`src/assert_macros.svh`:
```
// Assertion helpers used by the ip_range_table_lookup module.
// They expect signals named clk and rst_n in the module that uses them.
`ifndef ASSERT_MACROS_SVH
`define ASSERT_MACROS_SVH

`ifndef SYNTHESIS

`define ASSERT_ALWAYS(lbl, prop, msg) \
    lbl: assert property (@(posedge clk) disable iff (!rst_n) prop) else $error(msg);

`define ASSERT_NEVER(lbl, cond, msg) \
    `ASSERT_ALWAYS(lbl, !(cond), msg)

`else

`define ASSERT_ALWAYS(lbl, prop, msg)

`define ASSERT_NEVER(lbl, cond, msg)

`endif

`endif

```
`src/iprtl_ram.sv`:
```
module iprtl_ram #(
    parameter int WIDTH = 8,
    parameter int DEPTH = 16
) (
    input  logic                     clk,
    input  logic                     we,
    input  logic [$clog2(DEPTH)-1:0] addr,
    input  logic [WIDTH-1:0]         wdata,
    output logic [WIDTH-1:0]         rdata
);

    logic [WIDTH-1:0] mem [DEPTH];

    always_ff @(posedge clk)
    begin
        if (we)
        begin
            mem[addr] <= wdata;
        end
        rdata <= mem[addr];
    end

endmodule

```
`config.mk`:
```
export PLATFORM = sky130hd
export DESIGN_NAME = iprtl_ram
export DESIGN_NICKNAME = d
export VERILOG_FILES = /design/src/assert_macros.svh /design/src/iprtl_ram.sv
export SDC_FILE = /design/constraint.sdc
export NUM_CORES = 1
export LEC_CHECK = 0
export BUFFER_PORTS_ARGS = -buffer_cell sky130_fd_sc_hd__buf_2
export CORE_MARGIN = 4
export CORE_UTILIZATION = 30
export DETAILED_ROUTE_END_ITERATION = 7
export SLEW_MARGIN = 10
export SYNTH_ARGS = -nofsm -noshare
export SYNTH_HDL_FRONTEND = slang
export SYNTH_SLANG_ARGS = --single-unit
```
`constraint.sdc`:
```
create_clock -name clk -period 3.6 [get_ports clk]
set_input_delay 0.72 -clock clk [delete_from_list [all_inputs] [get_ports clk]]
set_output_delay 0.72 -clock clk [all_outputs]
set_load 0.02 [all_outputs]
```
==> impl_results.md, run 1 <==
- Reg2reg path depth: 3
- Critical Path Sink Type: register
- Per-cell routed wire length: 20.6 um
- Place WS: 914 ps
- Starting density of the core: 30.6%
- Mean Syn Cell Area: 22.0 um^2
- Register area share after synthesis: 79.0%
- Kind of start point of the critical path: primary input
- Via Count: 2348
- Critical Path Sink: rdata[0]$_DFF_P_
- DRC: 0
- Worst setup path start: addr[0]
- Die Y: 138 um
- Hold Fails Final Rpt: 0
- Vias in the first global route: 2519
- CP peak stage delay: 550 ps
- Post-DRT Antenna Nets: 0
- Final setup fails: 0
- Post-CTS setup buffers: 0
- Placed cell count: 472
- P&R area growth vs syn: 19.7%
- Unrepaired setup endpoints after global routing: false
- Syn Inst Count: 230
- Clock tree from TritonCTS: yes
- Num CTS Buffers: 17
- Clk Tree Root Cell: clkbuf_16
- Slew HR: 27.2%
- Max frequency: 0.457 GHz
- Post-Route WL: 10300 um
- Gpl congestion: 0.780
- VDD IR max: 370 uV
- CP Cell Sequence: buf_2 > buf_4 > mux4_2 > a22oi_1 > nand2_1
- Pre-antenna DRT Iters: 4
- Worst Path Arrival: 2480 ps
- Final max-slew violation count: 0
- HP Class: reg -> reg
- Pwr Density: 611 nW/um^2
- Total GRT Usage: 11.9%
- Nets: 285
- Final period util: 60.8%
- Distinct cells, synth: 18
- Depth of the CTS H-tree: 4
- Skew final: 10.2 ps
- Seq cells post-synth: 136
- Crit path kind: in -> reg
- CTS Hold Bufs: 0
- Commonest non-fill, non-tap cell in the layout: edfxtp_1
- Via density: 4.68
- Clock-pin transition on the worst setup and hold timing paths: 50 ps
- First-pass GRT wire length: 15400 um
- Non-filler cells, final: 502
- Worst setup margin: 1410 ps
- Total core area: 16600 um^2
- # IOs: 22
- Port buffer count: 21
- Setup TNS: 0 ps
- Worst R2R End: rdata[1]$_DFF_P_
- Dpl hpwl: 6400 um
- Final Core Density: 36.6%
- Pin count of the biggest net entering global routing: 25
- Layout cells sized above 1: 33.0%
- Initial antenna violation count: 0
- Clock buffer depth: 2
- 1st-iter DRT viols: 245
- Commonest non-fill, non-tap cells in the layout: 128 x edfxtp_1, 32 x mux4_2, 21 x buf_2
- DIE AREA: 19000 um^2
- Num rows: 47
- Synthesized Nets: 244
- Post-CTS sizing: 0
- Slowest-stage cell, CP: mux4_2
- Yosys warns: 0
- Flop2flop setup slack: 2120 ps
- Worst skew pair latency: 420 ps
- Status: complete, no violations
- Worst Path Max Fanout: 18
- Max-Cap Viols: 0
- Pleak: 1.97 nW
- Synthesized cell area: 5070 um^2
- Worst Max-Slew Pin Slew: 1080 ps
- Ant. Diodes: 0
- Worst r2r src: mem[3][1]$_DFFE_PP_
- Die W: 138 um
- Overflow after GRT: 0
- Period minus WS final: 2190 ps
- Clock sinks: 136
- Worst path required time: 3890 ps
[cell usage after synthesis]
master	n	area, um^2
nor3_1	4	20.0
nand2b_1	2	12.5
mux4_2	32	721
or3b_2	1	8.76
nand2_1	9	33.8
and2_1	1	6.26
nor2_1	13	48.8
clkbuf_2	1	5.00
nor2b_1	2	12.5
buf_6	2	22.5
nand3b_1	2	15.0
clkbuf_1	2	7.51
dfxtp_1	8	160
buf_1	4	15.0
edfxtp_1	128	3840
a22oi_1	16	120
buf_2	2	10.0
nand3_1	1	5.00
[metrics by stage]
step	cell area [um^2]	total power, W	hold slack, ps
5_1_grt	6070	0.00384	692
2_1_floorplan	5070	0.00192	635
3_3_place_gp	5480	0.00199	668
6_report	6070	0.00371	681
3_5_place_dp	5480	0.00200	673
4_1_cts	6070	0.00373	684
[kinds of logic (layout without fill, tap and decap cells)]
| family | count (synthesis) | count (layout) | synth area share [%] |
|---|---|---|---|
| buffers and inverters | 11 | 63 | 1.19 |
| AND/OR/NAND/NOR | 35 | 35 | 3.21 |
| flip-flops | 136 | 136 | 79.0 |
| multiplexers | 32 | 32 | 14.2 |
| AO/OA/AOI/OAI | 16 | 16 | 2.37 |
[routing by layer]
metal | vias up | part of all wire, % | global-route usage, %
met5 | - | 0 | 0
met1 | 1221 | 42 | 15.1
met3 | 10 | 6.1 | 3.88
met4 | 0 | 2.1 | 5.82
met2 | 76 | 50 | 18.3
li1 | 1041 | - | -
[critical path: cells and delay by family]
kind / cells / cell delay [ps]
compound gates: 1 / 280
buf+inv: 2 / 840
mux: 1 / 550
simple gates: 1 / 70
[state kept, by name, indices dropped and copies added (netlist names)]
| register | cells |
|---|---|
| rdata | 8 |
| mem | 128 |
[worst min-delay path by stage]
| stage | from | to | slack (ps) | depth (start not counted) |
|---|---|---|---|---|
| 5_1_grt | wdata[4] | mem[5][4]$_DFFE_PP_ | 690 | 1 |
| 2_1_floorplan | mem[14][0]$_DFFE_PP_ | rdata[0]$_DFF_P_ | 630 | 3 |
| 3_5_place_dp | mem[11][3]$_DFFE_PP_ | rdata[3]$_DFF_P_ | 670 | 3 |
| 3_3_place_gp | mem[14][5]$_DFFE_PP_ | rdata[5]$_DFF_P_ | 670 | 3 |
| 6_report | mem[12][5]$_DFFE_PP_ | rdata[5]$_DFF_P_ | 680 | 3 |
| 4_1_cts | mem[11][3]$_DFFE_PP_ | rdata[3]$_DFF_P_ | 680 | 3 |
[cell type report]
cell class / count / area [um^2]
Clock buffer: 19 / 433
Clock inverter: 11 / 156
Fill cell: 1554 / 10500
Multi-Input combinational cell: 83 / 1000
Sequential cell: 136 / 4000
Tap cell: 220 / 275
Timing Repair Buffer: 33 / 195
[report_power, final]
group | switching [W] | total (W) | internal [W]
Sequential | 0.0000114 | 0.00178 | 0.00177
Clock | 0.000610 | 0.00175 | 0.00114
Combinational | 0.000110 | 0.000177 | 0.0000668
Note: power is estimated with default switching activity, not from simulation.
==> run 2: changes to the inputs <==
clock period = 2.1 ns   (was 3.6 ns; I/O delays follow)
==> impl_results.md, run 2 (synthesis gave the netlist of run 1 again) <==
- Status: complete, no violations
- VDD IR max: 668 uV
- Die W: 138 um
- CTS Hold Bufs: 0
- Vias in the first global route: 2535
- DRC: 0
- DIE AREA: 19000 um^2
- Crit path kind: in -> reg
- Max-Cap Viols: 0
- Post-CTS sizing: 0
- Max frequency: 0.674 GHz
- Max reg flops: 128
- Buf/Inv on CP: 2
- Num CTS Buffers: 17
- Gpl congestion: 0.715
- CP Cell Sequence: buf_2 > buf_4 > mux4_2 > a22oi_1 > nand2_1
- Initial antenna violation count: 0
- Nets: 300
- Top delay family on crit path: multiplexers
- Worst Hold Margin: 398 ps
- Slowest-stage cell, CP: mux4_2
- Layout cells sized above 1: 37.1%
- Post-CTS setup buffers: 0
- Clock-pin transition on the worst setup and hold timing paths: 60 ps
- Critical Path Sink Type: register
- Worst path depth: 5
- CP peak stage delay: 530 ps
- Die Y: 138 um
- Final Core Density: 37.3%
- Pre-antenna DRT Iters: 4
- Depth of the CTS H-tree: 4
- Starting density of the core: 30.6%
- Worst Path Arrival: 1770 ps
- Via density: 4.63
- Port buffer count: 21
- Largest regs: mem: 128 flops, rdata: 8 flops
- Pwr Density: 985 nW/um^2
- 1st-iter DRT viols: 209
- Biggest register: mem
- Per-cell routed wire length: 18.9 um
- Pin count of the biggest net entering global routing: 40
- # IOs: 22
- Setup TNS: 0 ps
- Worst Max-Slew Pin Slew: 434 ps
- Skew final: 7.32 ps
- Ant. Diodes: 0
- Slew HR: 71.1%
- Clock buffer depth: 2
- Unrepaired setup endpoints after global routing: false
- Clk Tree Root Cell: clkbuf_16
- Reg2reg path depth: 3
- First-pass GRT wire length: 15200 um
- Hold Fails Final Rpt: 0
- Flop2flop setup slack: 710 ps
- Commonest non-fill, non-tap cells in the layout: 128 x edfxtp_1, 32 x mux4_2, 24 x buf_4
- Worst skew pair latency: 410 ps
- Post-Route WL: 9800 um
- Final setup fails: 0
- Placed cell count: 487
- Commonest non-fill, non-tap cell in the layout: edfxtp_1
- P&R area growth vs syn: 22.0%
- Total GRT Usage: 11.3%
- Kind of start point of the critical path: primary input
- HP Class: in -> reg
- Hold path depth: 1
- Overflow after GRT: 0
- Pleak: 2.03 nW
- Post-DRT Antenna Nets: 0
- Total core area: 16600 um^2
- Final period util: 70.7%
- Worst Path Max Fanout: 9
- Clock tree from TritonCTS: yes
- Dpl hpwl: 6350 um
- Clock sinks: 136
- Num rows: 47
- Final max-slew violation count: 0
- Via Count: 2405
- Non-filler cells, final: 519
- Period minus WS final: 1480 ps
- Worst path required time: 2390 ps
==> run 2: cell count changes in the layout (fill, tap and decap cells not counted), sizes merged <==
cell      previous run  this run
clkinv               6         9
buf                 33        48
inv                  0         1
bufinv               4         1
clkinvlp             1         4
clkbuf              19        17
==> run 2: through the flow <==
stage	setup WS (ps)	total power (W)	instance area, um^2
after detailed placement	165	0.00343	5630
after global routing	560	0.00635	6180
after floorplan	187	0.00328	5070
after global placement	184	0.00343	5630
after CTS	609	0.00617	6180
final	616	0.00609	6180
==> run 2: area by class of cell <==
type | instances | area [um^2]
repair buffers | 48 | 345
clock buffers | 17 | 425
flip-flops and latches | 136 | 4000
fillers | 1527 | 10400
multi-input cells | 83 | 1000
well taps | 220 | 275
clock inverters | 15 | 130
==> run 2: path summary, 6_finish.rpt <==
kind | from | to
setup / recovery | addr[0] | rdata[7]$_DFF_P_
hold / removal | wdata[2] | mem[0][2]$_DFFE_PP_
setup reg to reg | mem[11][5]$_DFFE_PP_ | rdata[5]$_DFF_P_
hold reg to reg | mem[15][0]$_DFFE_PP_ | rdata[0]$_DFF_P_
==> run 2: power by group <==
part / switching [W] / leakage [nW] / total [W] / internal (W)
registers: 0.0000206 / 1.22 / 0.00306 / 0.00304
logic: 0.000182 / 0.550 / 0.000313 / 0.000131
clock network: 0.00110 / 0.260 / 0.00272 / 0.00162
total: 0.00130 / 2.03 / 0.00609 / 0.00479
==> run 2: metal layers <==
layer | up-vias | wire [um] | track usage (%)
met5 | - | 0 | 0
met4 | 0 | 50 | 4.39
met3 | 4 | 402 | 3.63
met2 | 45 | 4770 | 16.6
met1 | 1280 | 4570 | 15.7
li1 | 1076 | - | -
==> run 3: changes to the inputs <==
ABC_AREA = 1   (was not set)
clock period = 1.6 ns   (was 2.1 ns; I/O delays follow)
==> impl_results.md, run 3 <==
- Status: complete, no violations
- Commonest non-fill, non-tap cell in the layout: nand2_1
- Pre-antenna DRT Iters: 4
- Commonest cells in the synthesized netlist: 346 x nand2_1, 128 x edfxtp_1, 21 x inv_1
- CP peak stage delay: 340 ps
- Worst r2r src: mem[4][1]$_DFFE_PP_
- Biggest register: mem
- Worst path required time: 1280 ps
- Clock tree from TritonCTS: yes
- Final max-slew violation count: 0
- Flop pwr share: 48.2%
- Post-DRT Antenna Nets: 0
- Vias in the first global route: 3801
- Depth of the CTS H-tree: 4
- Starting density of the core: 30.8%
- Synthesized cell area: 5590 um^2
- Post-CTS setup buffers: 0
- Post-synth EDFFs: 128
- Clock buffer depth: 2
- Max reg flops: 128
- Worst skew pair latency: 420 ps
- Worst Max-Slew Pin Slew: 398 ps
- Per-cell routed wire length: 15.1 um
- Ant. Diodes: 0
- Port buffer count: 21
- Layout cells sized above 1: 14.5%
- Placed cell count: 805
- Hold Startpoint: wdata[0]
- Kind of start point of the critical path: register
- Via Count: 3720
- Num CTS Buffers: 17
- Seq cells post-synth: 136
- Mean Syn Cell Area: 10.2 um^2
- Pleak: 2.88 nW
- CTS Hold Bufs: 0
- Slew HR: 73.5%
- Worst setup path start: rdata[4]$_DFF_P_
- CP Cell Sequence: buf_2
- DRC: 0
- Via density: 4.44
- Final Core Density: 37.4%
- Register area share after synthesis: 71.6%
- Clk Tree Root Cell: clkbuf_16
- Hold Fails Final Rpt: 0
- Synth async-reset ratio: 0%
- Non-filler cells, final: 837
- DIE AREA: 20900 um^2
- 1st-iter DRT viols: 305
- Combinational power share: 6.4%
- Largest regs: mem: 128 flops, rdata: 8 flops
- Sw frac: 22.7%
- Final instance area: 6790 um^2
- Switching pwr: 0.00188 W
- Post-CTS sizing: 0
- Worst Path Arrival: 930 ps
- Critical Path Sink Type: output pin
- Worst Path Max Fanout: 1
- P&R area growth vs syn: 21.4%
- Skew final: 7.90 ps
- Period minus WS final: 1250 ps
- Placed cell areas: 6210 um^2
- First-pass GRT wire length: 20200 um
- Initial antenna violation count: 0
- Die Y: 145 um
- Distinct cells, synth: 11
- Overflow after GRT: 0
- Total GRT Usage: 13.0%
- Num rows: 49
- Clock-pin transition on the worst setup and hold timing paths: 60 ps
- Gpl congestion: 0.860
- Total core area: 18100 um^2
- Dpl hpwl: 8220 um
- Syn Inst Count: 548
- VDD IR max: 669 uV
- Area contributors post-synth: edfxtp_1 69%, nand2_1 23%, dfxtp_1 2.9%, inv_1 1.4%, nor2_1 1.2%
- Pwr Density: 1220 nW/um^2
- Clock sinks: 136
- Pint: 0.00643 W
- Dominant cell type by area after synthesis: edfxtp_1
- Top delay family on crit path: flip-flops
- Final period util: 77.9%
- Unrepaired setup endpoints after global routing: false
- Post-Route WL: 12700 um
- Yosys warns: 0
- Final setup fails: 0
- Crit path kind: reg -> out
- Commonest non-fill, non-tap cells in the layout: 346 x nand2_1, 128 x edfxtp_1, 21 x inv_1, 21 x buf_2, 19 x buf_4
- Clock share of power: 45.4%
- Buf/Inv on CP: 1
- Die W: 145 um
- Slowest-stage cell, CP: dfxtp_1
- Post-synth top area share: 68.7%
- Commonest register cell after synthesis: edfxtp_1
- HP Class: in -> reg
- Max-Cap Viols: 0
- Max frequency: 0.802 GHz
- # IOs: 22
- Nets: 609
- Synthesized Nets: 562
- Pin count of the biggest net entering global routing: 36
- Most instantiated library cell after synthesis: nand2_1
==> run 3: cell count changes after synthesis, sizes merged, moves of 2 or more <==
cell,before,now
a22oi,16,0
buf,8,18
inv,0,22
mux4,32,0
nand2,9,346
nand2b,2,0
nand3,1,4
nand3b,2,0
nor2,13,18
nor2b,2,0
nor3,4,0
==> run 3: logic make-up after synthesis <==
logic type | share of synthesized area [%]
flops | 71.6
simple gates | 24.8
buf+inv | 3.62
==> run 3: area by class of cell <==
cell class / instances / area, um^2
clock inverter: 15 / 153
sequential: 136 / 4000
timing repair buffer: 49 / 428
clock buffer: 17 / 425
tap: 229 / 287
fill: 1760 / 11400
inverter: 23 / 86.3
multi-input combinational: 368 / 1410
==> run 3: through the flow <==
stage / hold WS, ps / power, W / setup TNS, ps / setup slack, ps
after floorplan: 419 / 0.00439 / -5570 / -97.2
after global placement: 694 / 0.00461 / -210 / -18.7
after detailed placement: 712 / 0.00462 / -54.8 / -6.95
after CTS: 327 / 0.00841 / 0 / 310
after global routing: 331 / 0.00860 / 0 / 308
final: 331 / 0.00832 / 0 / 353
==> run 3: power groups by stage <==
stage	Sequential, W	Combinational [W]	Clock [W]
after CTS	0.00401	0.000542	0.00386
after floorplan	0.00411	0.000278	0
after global placement	0.00408	0.000531	0
after detailed placement	0.00408	0.000539	0
final	0.00401	0.000531	0.00378
after global routing	0.00401	0.000600	0.00399
==> run 3: worst paths after layout <==
path | end | slack [ps] | cells past startpoint
worst min-delay path | mem[0][0]$_DFFE_PP_ | 330 | 1
worst max-delay path | rdata[4] | 350 | 1
worst max register to register | rdata[1]$_DFF_P_ | 580 | 8
worst min register to register | rdata[1]$_DFF_P_ | 710 | 8
==> run 3: routing by layer <==
| layer | vias to the layer above | share of wire (%) | track usage [%] | wire length [um] |
|---|---|---|---|---|
| met1 | 1771 | 41 | 16.1 | 5170 |
| li1 | 1847 | - | - | - |
| met3 | 12 | 6.2 | 3.34 | 779 |
| met2 | 90 | 52 | 22.1 | 6550 |
| met4 | 0 | 1.2 | 4.57 | 154 |
| met5 | - | 0 | 0 | 0 |
