<file path="config.mk">
export PLATFORM = sky130hd
export DESIGN_NAME = iprtl_cmp
export DESIGN_NICKNAME = d
export VERILOG_FILES = /design/src/assert_macros.svh /design/src/iprtl_pkg.sv /design/src/iprtl_cmp.sv
export SDC_FILE = /design/constraint.sdc
export NUM_CORES = 1
export LEC_CHECK = 0
export ABC_AREA = 1
export BUFFER_PORTS_ARGS = -buffer_cell sky130_fd_sc_hd__buf_2
export CAP_MARGIN = 10
export CELL_PAD_IN_SITES_DETAIL_PLACEMENT = 1
export CELL_PAD_IN_SITES_GLOBAL_PLACEMENT = 1
export CORE_AREA = 4 4 156 158
export DETAILED_ROUTE_END_ITERATION = 12
export DIE_AREA = 0 0 160 162
export PLACE_DENSITY_LB_ADDON = 0.15
export SLEW_MARGIN = 0
export SYNTH_ARGS = -nofsm -noshare
export SYNTH_HDL_FRONTEND = slang
export SYNTH_SLANG_ARGS = --single-unit
</file>
<file path="constraint.sdc">
create_clock -name vclk -period 2.6
set_clock_uncertainty 0.15 [all_clocks]
set_input_delay 0.52 -clock vclk [all_inputs]
set_output_delay 0.52 -clock vclk [all_outputs]
set_load 0.05 [all_outputs]
</file>
<file path="src/assert_macros.svh">
// Assertion helpers used by the ip_range_table_lookup module.
// They expect signals named clk and rst_n in the module that uses them.
`ifndef ASSERT_MACROS_SVH
`define ASSERT_MACROS_SVH

`ifndef SYNTHESIS

`define ASSERT_ALWAYS(lbl, prop, msg) \
    lbl: assert property (@(posedge clk) disable iff (!rst_n) prop) else $error(msg);

`define ASSERT_NEVER(lbl, cond, msg) \
    `ASSERT_ALWAYS(lbl, !(cond), msg)

`else

`define ASSERT_ALWAYS(lbl, prop, msg)

`define ASSERT_NEVER(lbl, cond, msg)

`endif

`endif

</file>
<file path="src/iprtl_pkg.sv">
package iprtl_pkg;

    localparam int MAX_RANGES = 65536;
    localparam int IDX_W      = $clog2(MAX_RANGES);
    localparam int CNT_W      = $clog2(MAX_RANGES + 1);

    localparam int REGION_W   = 16;
    localparam int HALF_W     = 64;
    localparam int IN_DATA_W  = 6 * HALF_W + REGION_W;
    localparam int IN_USER_W  = 3;
    localparam int STATUS_W   = 3;

    localparam logic [1:0] KIND_APPEND = 2'd0;
    localparam logic [1:0] KIND_LOOKUP = 2'd1;
    localparam logic [1:0] KIND_CLEAR  = 2'd2;
    localparam logic [1:0] KIND_UNUSED = 2'd3;

    localparam logic [STATUS_W-1:0] STAT_STORED  = 3'd0;
    localparam logic [STATUS_W-1:0] STAT_FULL    = 3'd1;
    localparam logic [STATUS_W-1:0] STAT_HIT     = 3'd2;
    localparam logic [STATUS_W-1:0] STAT_MISS    = 3'd3;
    localparam logic [STATUS_W-1:0] STAT_CLEARED = 3'd4;

    localparam logic [HALF_W-1:0] V4_MAP_BITS = 64'h0000_FFFF_0000_0000;

    typedef struct packed {
        logic [REGION_W-1:0] region;
        logic [HALF_W-1:0]   end_lo;
        logic [HALF_W-1:0]   end_hi;
        logic [HALF_W-1:0]   start_lo;
        logic [HALF_W-1:0]   start_hi;
    } entry_t;

    localparam int ENTRY_W = $bits(entry_t);

    typedef struct packed {
        logic go_right;
        logic go_left;
    } cmp_res_t;

    typedef enum logic [3:0] {
        ST_IDLE      = 4'b0001,
        ST_SRCH_ADDR = 4'b0010,
        ST_SRCH_CMP  = 4'b0100,
        ST_RESP      = 4'b1000
    } state_t;

endpackage

</file>
<file path="src/iprtl_cmp.sv">
module iprtl_cmp (
    input  iprtl_pkg::entry_t                  entry,
    input  logic [iprtl_pkg::HALF_W-1:0]       addr_hi,
    input  logic [iprtl_pkg::HALF_W-1:0]       addr_lo,
    output iprtl_pkg::cmp_res_t                res
);

    logic end_below;
    logic start_above;

    assign end_below   = {entry.end_hi, entry.end_lo} < {addr_hi, addr_lo};
    assign start_above = {entry.start_hi, entry.start_lo} > {addr_hi, addr_lo};

    assign res.go_right = end_below;
    assign res.go_left  = !end_below && start_above;

endmodule

</file>
==> metrics.txt, run 1 <==
area taken by flip-flops and latches 0 um^2; first-pass iteration count of the detailed router 4; data arrival time at the worst-slack endpoint 2250 ps; worst setup path startpoint addr_hi[31]; smallest setup slack after layout -323 ps; setup repair after global routing missed its margin true; share of synthesized cell area in full adder, half adder and majority cells 0.515; standard-cell rows 56; Chip Height between 150 and 200 um; final instance area 9880 um^2; routed vias 7,765; highest metal layer used by the detailed router met5; length of routed wiring on met1 10,000 um; DP Area 8910 um^2; final setup violating endpoints 2; WL met3 1580 um; Tcrit/Tclk final 1.12; maximum fanout along the worst path 2; largest family of logic cells by synthesized area adder cells; most frequent standard cell in the layout excluding fill and tap cells sky130_fd_sc_hd__buf_2; CTS Hold Bufs 0; library cell with the largest summed area after synthesis sky130_fd_sc_hd__ha_1; ratio of cells with drive above 1 in the final layout 0.420; floorplan die width ~160 um; leakage power total 0.00576 uW; number of antenna violations at the first check in global routing 10; average wire per cell in the routed design about 15 um; GR Util All Layers 0.182; final-report hold violation count 0; detailed placement HPWL 23,400 um; fill count 3,067; initial cell density of the core 0.268; placement-stage worst setup slack -436 ps; share of synthesized area spent on multiplexers 0; area share of the largest cell type after synthesis 0.515; path type of the worst setup path in2out; count of final max-slew check failures 0; Post-DRT Antenna Nets 0; Compound-Gate Fraction of Synth Area 0.154; max-slew headroom at the worst pin 0.776; startpoint of the tightest hold check path entry[150]; vias in the first global route 8,206; outcome complete, but fails checks; number of instances in the synthesized netlist 936; Clock buffer cells 0; global-route wire length before repair 39,300 um; DRC marker count from the first detailed-route iteration 129; total of buffers placed on input and output ports 386; power density cells 151 nW/um^2; Ys Warns 0; WL met2 13,600 um; slew at the pin closest to its max-slew limit 334 ps; most area-consuming cells after synthesis sky130_fd_sc_hd__ha_1 51%, sky130_fd_sc_hd__nand2_1 12%, sky130_fd_sc_hd__a21oi_1 10%; maximum achievable frequency 342 MHz; XOR/XNOR share of the synthesized area 0; worst voltage drop across the vdd grid roughly 0.049 mV; share of the yosys chip area belonging to registers 0; via count normalized by instance count 4.61; endpoint type of the worst setup path output port; post-synthesis cell type count 28; layout sequential cell count 0; floorplan die area 25,900 um^2; most frequent cells in the layout 359 x sky130_fd_sc_hd__buf_2, 215 x sky130_fd_sc_hd__ha_1, 177 x sky130_fd_sc_hd__nand2_1, 135 x sky130_fd_sc_hd__inv_1, 120 x sky130_fd_sc_hd__a21oi_1; final global-route overflow total 0; number of violations of the max-capacitance limit 0; pin count of the biggest net entering global routing 4; minimum clock period after layout approximately 3000 ps; post-synth net total 1,591; post-synth design cell area 6200 um^2; I/O pin cnt around 400; Total Routed Length 25,600 um; violated checks setup timing; placer congestion estimate 0.845; Critical Path Start Type input port; area of the core around 23,000 um^2; required time of the critical path ~1900 ps; number of nets at the end of the flow 2,044; synthesized-area fraction occupied by and/or/nand/nor cells 0.226; synthesis-to-layout area growth 59.4%; path category of the worst min-delay check in2out; mean post-synth cell area about 6.6 um^2; post-route DRC violation count 0
==> synthesized netlist by cell type (all sizes together) <==
cell type / number
o21bai: 2
a31oi: 2
a21boi: 1
nand4: 23
o211ai: 2
nor3: 17
buf: 1
o21a: 7
clkinv: 1
nor4: 3
inv: 171
nor2: 63
o21ai: 40
a21oi: 128
ha: 255
a21o: 1
or2: 1
nand3b: 1
nand2: 198
nand3: 19
==> where the power goes <==
group          switching, uW  internal, uW
sequential                 0             0
combinational            739           758
clock                      0      0.000361
total                    739           758
==> per-stage QoR <==
step           total power (uW)  hold slack (ps)  instances  setup TNS, ps  utilization
3_5_place_dp               1320             1700       1663           -805        0.385
6_report                   1500             1680       1684           -560        0.427
5_1_grt                    1730             1760       1684           -842        0.427
3_3_place_gp               1290             1690       1663           -775        0.385
4_1_cts                    1410             1680       1673           -645        0.403
2_1_floorplan               713             1430        936          -2.02            -
==> timing repair <==
action | CTS | global route
endpoints found under the setup margin | 2 | 2
gates resized for setup | 66 | 96
pin swaps | 39 | 44
cloned | 0 | 0
buffers inserted | 10 | 4
==> critical path: stages <==
cell and delay (ps):
sky130_fd_sc_hd__buf_2 80, sky130_fd_sc_hd__inv_2 40, sky130_fd_sc_hd__buf_4 130, sky130_fd_sc_hd__buf_4 130, sky130_fd_sc_hd__ha_4 260, sky130_fd_sc_hd__nand2_2 60, sky130_fd_sc_hd__nor2_2 130, sky130_fd_sc_hd__nand2_1 100
sky130_fd_sc_hd__inv_1 80, sky130_fd_sc_hd__nand2_1 90, sky130_fd_sc_hd__nor3_4 250, sky130_fd_sc_hd__a21oi_4 110, sky130_fd_sc_hd__nor2_4 110, sky130_fd_sc_hd__buf_12 140
==> cell type report <==
cell class	instances	area, um^2	area share
inverters	172	661	0.0669
repair buffers	452	2630	0.266
multi-input cells	763	6220	0.629
diodes	7	17.5	0.00177
well taps	290	363	0.0367
==> final timing paths <==
check	slack (ps)	end	depth (start not counted)
setup / recovery	-320	res[0]	14
hold / removal	1680	res[1]	10
==> kinds of logic (layout without fill, tap and decap cells) <==
family          Yosys count  after routing
compound gates          183            183
buf+inv                 173            624
simple gates            325            325
other cells               0              7
fa+ha+maj               255            255
==> metal layers <==
metal | up-vias | GRT usage
met5 | - | 0
met4 | 6 | 0.0266
met3 | 26 | 0.0355
met2 | 221 | 0.362
met1 | 3426 | 0.204
li1 | 4086 | -
Note: power is estimated with default switching activity, not from simulation.
==> inputs of run 2 (changes only) <==
--- a/config.mk
+++ b/config.mk
@@ -5,14 +5,14 @@
 export SDC_FILE = /design/constraint.sdc
 export NUM_CORES = 1
 export LEC_CHECK = 0
-export ABC_AREA = 1
+export ABC_AREA = 0
 export BUFFER_PORTS_ARGS = -buffer_cell sky130_fd_sc_hd__buf_2
 export CAP_MARGIN = 10
 export CELL_PAD_IN_SITES_DETAIL_PLACEMENT = 1
 export CELL_PAD_IN_SITES_GLOBAL_PLACEMENT = 1
-export CORE_AREA = 4 4 156 158
+export CORE_AREA = 4 4 153 155
 export DETAILED_ROUTE_END_ITERATION = 12
-export DIE_AREA = 0 0 160 162
+export DIE_AREA = 0 0 157 159
 export PLACE_DENSITY_LB_ADDON = 0.15
 export SLEW_MARGIN = 0
 export SYNTH_ARGS = -nofsm -noshare
==> run 2 against run 1 <==
The run still ends with setup timing left. Die area is 3.7% lower. Worst hold slack better by 41 ps. Count of clock-buffer cells in the layout stayed put. Critical path type unchanged. Largest cell class unchanged. Highest routed layer unchanged.
==> metrics.txt, run 2 <==
layout sequential cell count 0 (unchanged); Worst setup endpoint res[0]; maximum fanout along the worst path 3 (+1); leading cell type by number of instances after synthesis sky130_fd_sc_hd__ha_1; power density cells 155 nW/um^2 (+2.2%); Critical Path Start Type input port; number of nets at the end of the flow 1,999 (-2.2%); path type of the worst setup path in2out; CTS Hold Bufs 0 (unchanged); library cell with the largest summed area after synthesis sky130_fd_sc_hd__ha_1; post-synth design cell area 5930 um^2 (-4.4%); Critical Path, Cell by Cell buf_2 > inv_1 > ha_1 > nand4_1 > nor2_1 > and4_4 > nand3_4 > or4_4 > o22ai_4 > a2111oi_4 > a221oi_4 > buf_12; worst voltage drop across the vdd grid 0.0612 mV (+26%); first-pass iteration count of the detailed router 4 (unchanged); area taken by flip-flops and latches 0 um^2 (unchanged); DRC marker count from the first detailed-route iteration 142 (+10%); path category of the worst min-delay check in2out; outcome complete, but fails checks; violated checks setup timing; routed vias 7,912 (+1.9%); GR Util All Layers 0.204 (+0.0216); floorplan die width 157 um (-1.9%); average wire per cell in the routed design 16.9 um (+11%); Fin Setup TNS -1760 ps (-1200 ps); ratio of cells with drive above 1 in the final layout 0.490 (+0.0700); placement-stage worst setup slack -1230 ps (-793 ps); most area-consuming cells after synthesis sky130_fd_sc_hd__ha_1 54%, sky130_fd_sc_hd__inv_1 8.3%, sky130_fd_sc_hd__a21oi_1 7.9%; delay contributed by the slowest stage of the critical path 530 ps (+270 ps); maximum achievable frequency 282 MHz (-18%); via count normalized by instance count 4.84 (+4.9%); most frequent cells in the layout 366 x sky130_fd_sc_hd__buf_2, 224 x sky130_fd_sc_hd__ha_1, 165 x sky130_fd_sc_hd__buf_4, 102 x sky130_fd_sc_hd__inv_1, 89 x sky130_fd_sc_hd__a21oi_1; synthesis-to-layout area growth 74.3%; count of final max-slew check failures 0 (unchanged); vias in the first global route 8,789 (+7.1%); setup repair after global routing missed its margin true; Tcrit/Tclk final 1.36 (+0.240); required time of the critical path 1930 ps (about the same); final global-route overflow total 0 (unchanged); Chip Height 159 um (-1.9%); most frequent standard cell in the layout excluding fill and tap cells sky130_fd_sc_hd__buf_2; Ys Warns 0 (unchanged); mean post-synth cell area 7.49 um^2 (+13%); global-route wire length before repair 41,900 um (+6.6%); Critical Path Slowest Stage Cell sky130_fd_sc_hd__or4_4; post-synth net total 1,446 (-9.1%); slew at the pin closest to its max-slew limit 431 ps (+97.7 ps); final setup violating endpoints 2 (unchanged); post-synthesis cell type count 39 (+39%); placer congestion estimate 0.832 (-1.5%); final instance area 10,300 um^2 (+4.5%); initial cell density of the core 0.272 (+0.00346); number of antenna violations at the first check in global routing 18 (+8); number of instances in the synthesized netlist 791 (-15%); pin count of the biggest net entering global routing 5 (+1); endpoint type of the worst setup path output port; area of the core 21,800 um^2 (-5.6%); standard-cell rows 54 (-3.6%); Total Routed Length 27,600 um (+7.9%); max-slew headroom at the worst pin 0.705 (-0.0705); final-report hold violation count 0 (unchanged); floorplan die area 25,000 um^2 (-3.7%); leakage power total 0.00579 uW (+0.51%); area share of the largest cell type after synthesis 0.538 (+0.0237); Final Core Density 0.473 (+0.0460); minimum clock period after layout 3550 ps (+623 ps); share of the yosys chip area belonging to registers 0 (unchanged); Post-DRT Antenna Nets 0 (unchanged); Synth top cells by count 255 x sky130_fd_sc_hd__ha_1, 131 x sky130_fd_sc_hd__inv_1, 94 x sky130_fd_sc_hd__a21oi_1, 62 x sky130_fd_sc_hd__nand2_1, 42 x sky130_fd_sc_hd__nand4_1; DP Area 9660 um^2 (+8.4%); data arrival time at the worst-slack endpoint 2880 ps (+630 ps); Clock buffer cells 0 (unchanged); smallest setup slack after layout -946 ps (-623 ps); I/O pin cnt 402 (unchanged); worst setup path startpoint addr_hi[55]; total of buffers placed on input and output ports 386 (unchanged); post-route DRC violation count 0 (unchanged); detailed placement HPWL 25,500 um (+8.8%); number of violations of the max-capacitance limit 0 (unchanged)
-- run 2: cell count changes after synthesis, sizes merged, moves of 6 or more --
cell,change
a2111oi,+7
a211oi,+15
a21o,+18
a21oi,-34
a221oi,+6
and4,+7
inv,-40
nand2,-136
nand3,+11
nand4,+19
nor2,-32
nor3,-6
-- run 2: kinds of logic after synthesis --
logic type      synth area share
buf+inv                   0.0842
compound gates             0.202
fa+ha+maj                  0.538
simple gates               0.176
-- run 2: layout make-up --
cell class	instances	area, um^2
Fill cell	2838	11500
Multi-Input combinational cell	659	6080
Timing Repair Buffer	552	3330
Inverter	131	534
Tap cell	280	350
Antenna cell	14	35.0
-- run 2: stage by stage --
| step | std cells | total power (uW) | hold slack (ps) |
|---|---|---|---|
| final | 1636 | 1600 | 1720 |
| after global routing | 1635 | 1820 | 1790 |
| after CTS | 1622 | 1550 | 1850 |
| after detailed placement | 1615 | 1480 | 1750 |
| after global placement | 1615 | 1420 | 1760 |
| after floorplan | 791 | 697 | 1410 |
-- run 2: where the power goes --
group,switching [uW],internal [uW]
Clock,0,0.000721
Combinational,743,855
Sequential,0,0
Total,743,855
-- run 2: how the worst min path moves through the flow --
stage               depth (start not counted)  endpoint  slack, ps  startpoint
floorplan                                   5    res[1]       1410  entry[191]
global placement                            7    res[1]       1760  entry[159]
detailed placement                          7    res[1]       1750  entry[159]
CTS                                         8    res[1]       1850  entry[159]
global route                                7    res[1]       1790  entry[159]
finish                                      8    res[1]       1720  entry[191]
-- run 2: repair_timing --
| item | in CTS | in global routing |
|---|---|---|
| buffers inserted | 9 | 1 |
| gates cloned | 0 | 0 |
| pin swaps | 23 | 28 |
| endpoints found under the setup margin | 2 | 2 |
| gates resized for setup | 59 | 62 |
-- run 2: critical path: cells and delay by family --
kind	cells	cell delay (ps)
and+or+nand+nor	5	1270
adders and majority gates	1	290
AOI/OAI and AO/OA	3	490
buffers and inverters	3	310
-- run 2: routing by layer --
| layer | vias up | GRT usage | part of all wire | wire length [um] |
|---|---|---|---|---|
| li1 | 4065 | - | - | - |
| met2 | 258 | 0.402 | 0.53 | 14600 |
| met1 | 3541 | 0.219 | 0.37 | 10300 |
| met5 | - | 0 | 0.0022 | 61 |
| met4 | 8 | 0.0458 | 0.020 | 545 |
| met3 | 40 | 0.0391 | 0.075 | 2070 |
==> inputs of run 3 (changes only) <==
==> constraint.sdc (replaced) <==
create_clock -name vclk -period 3.97
set_clock_uncertainty 0.15 [all_clocks]
set_input_delay 0.794 -clock vclk [all_inputs]
set_output_delay 0.794 -clock vclk [all_outputs]
set_load 0.02 [all_outputs]
==> run 3 against run 2 <==
The run still ends with setup timing left. First-iteration DRC count shrank 7.7%. Combinational power shrank 43%. Cell area shrank 9.2%. Non-clock buffer count shrank 57. Critical path type unchanged. Critical endpoint unchanged. Largest cell class unchanged. Highest routed layer unchanged.
==> metrics.txt, run 3 (synthesis gave the netlist of run 2 again) <==
outcome complete, but fails checks; violated checks setup timing; floorplan die width 157 um (unchanged); detailed placement HPWL 24,800 um (-2.7%); most frequent cells in the layout 383 x sky130_fd_sc_hd__buf_2, 243 x sky130_fd_sc_hd__ha_1, 124 x sky130_fd_sc_hd__inv_1, 111 x sky130_fd_sc_hd__buf_4, 91 x sky130_fd_sc_hd__a21oi_1; standard-cell rows 54 (unchanged); Seq pwr share 0 (unchanged); path category of the worst min-delay check in2out; Chip Height 159 um (unchanged); Total Routed Length 26,300 um (-4.9%); minimum clock period after layout between 4000 and 5000 ps; Hold Crit Depth 6 (-2); Fin Setup TNS -110 ps (+1640 ps); count of final max-slew check failures 0 (unchanged); required time of the critical path 3030 ps (+1100 ps); final-report hold violation count 0 (unchanged); sw frac 0.480 (+0.0148); smallest setup slack after layout -110 ps (+836 ps); Top Usage Layer GRT met2; power dissipated by switching net loads 439 uW (-41%); Critical Path Start Type input port; ratio of cells with drive above 1 in the final layout 0.425 (-0.0654); via count normalized by instance count 4.82 (-0.28%); maximum achievable frequency 245 MHz; endpoint type of the worst setup path output port; average wire per cell in the routed design 16.7 um (-1.1%); area taken by flip-flops and latches 0 um^2 (unchanged); GR Util All Layers 0.192 (-0.0116); DP Area 9030 um^2 (-6.6%); first-pass iteration count of the detailed router 4 (unchanged); M1 GR Usage 0.210 (-0.00851); worst setup path startpoint addr_lo[63]; setup repair after global routing missed its margin true; number of nets at the end of the flow 1,942 (-2.9%); vias in the first global route 8,284 (-5.7%); floorplan die area 25,000 um^2 (unchanged); placer congestion estimate 0.858 (+3.1%); area of the core 21,800 um^2 (unchanged); Clock buffer cells 0 (unchanged); internal power component 476 uW (-44%); CTS Hold Bufs 0 (unchanged); routed vias 7,586 (-4.1%); setup bufs post-CTS 0 (-9); global-route wire length before repair 39,500 um (-5.7%); worst hold endpoint res[1]; power density cells 97.4 nW/um^2 (-37%); maximum fanout along the worst path 3 (unchanged); grt met3 use 0.0416 (+0.00245); path type of the worst setup path in2out; layout sequential cell count 0 (unchanged); number of antenna violations at the first check in global routing 12 (-6); most frequent standard cell in the layout excluding fill and tap cells sky130_fd_sc_hd__buf_2; Post-DRT Antenna Nets 0 (unchanged); leakage power total 0.00546 uW (-5.8%); Tcrit/Tclk final 1.03; combinational share of power 1.000 (about the same); final setup violating endpoints 1 (-1); initial cell density of the core 0.272 (unchanged); Clk pwr share 0 (unchanged); Final Core Density 0.430 (-0.0433); final global-route overflow total 0 (unchanged); met2 Usage GRT 0.381 (-0.0219); post-route DRC violation count 0 (unchanged); number of violations of the max-capacitance limit 0 (unchanged); startpoint of the tightest hold check path entry[159]; synthesis-to-layout area growth 58.3%; total of buffers placed on input and output ports 386 (unchanged); worst voltage drop across the vdd grid 0.0377 mV (-38%); data arrival time at the worst-slack endpoint 3140 ps (+260 ps); pin count of the biggest net entering global routing 5 (unchanged); slew at the pin closest to its max-slew limit 438 ps (+7.19 ps); final instance area 9390 um^2 (-9.2%); I/O pin cnt 402 (unchanged); placement-stage worst setup slack -393 ps (+836 ps); DRC marker count from the first detailed-route iteration 131 (-7.7%); max-slew headroom at the worst pin 0.704 (-0.00147)
-- run 3: critical path: stages --
cell and delay, ps:
sky130_fd_sc_hd__buf_2 70, sky130_fd_sc_hd__inv_1 40, sky130_fd_sc_hd__ha_1 300, sky130_fd_sc_hd__nand2_2 70, sky130_fd_sc_hd__or4_4 540, sky130_fd_sc_hd__nand3b_1 250, sky130_fd_sc_hd__or4_4 460, sky130_fd_sc_hd__o22ai_4 130
sky130_fd_sc_hd__a2111oi_4 80, sky130_fd_sc_hd__a221oi_2 190, sky130_fd_sc_hd__buf_4 190
-- run 3: per-stage QoR --
step                power [uW]  cells  hold slack [ps]
floorplan                  432    791             1860
global route              1060   1571             2170
finish                     914   1573             2120
global placement           847   1566             2240
detailed placement         872   1566             2240
CTS                        903   1565             2160
-- run 3: worst max-delay path by stage --
stage	endpoint	slack, ps	depth (start not counted)
detailed placement	res[0]	-390	12
global route	res[0]	-230	13
global placement	res[0]	-330	12
CTS	res[0]	-120	11
finish	res[0]	-110	11
floorplan	res[0]	80	9
-- run 3: final cells by class --
| class | instances | area (um^2) |
|---|---|---|
| Tap cell | 280 | 350 |
| Inverter | 131 | 492 |
| Antenna cell | 8 | 20.0 |
| Timing Repair Buffer | 495 | 2760 |
| Multi-Input combinational cell | 659 | 5760 |
| Fill cell | 2884 | 12400 |
-- run 3: metal layers --
layer | part of all wire | up-vias
met1 | 0.39 | 3357
met4 | 0.016 | 12
li1 | - | 3941
met3 | 0.077 | 38
met2 | 0.52 | 238
met5 | 0.0029 | -
-- run 3: what timing repair did --
item / 4_1_cts / 5_1_grt
resized for setup: 34 / 30
pin swaps: 7 / 8
endpoints found under the hold margin: 0 / 0
setup endpoints to repair: 2 / 2
-- run 3: power by group through the flow --
stage               Clock [uW]  Combinational [uW]  Sequential (uW)
finish                0.000270                 914                0
global route          0.000202                1060                0
CTS                          0                 903                0
detailed placement           0                 872                0
global placement             0                 847                0
floorplan                    0                 432                0
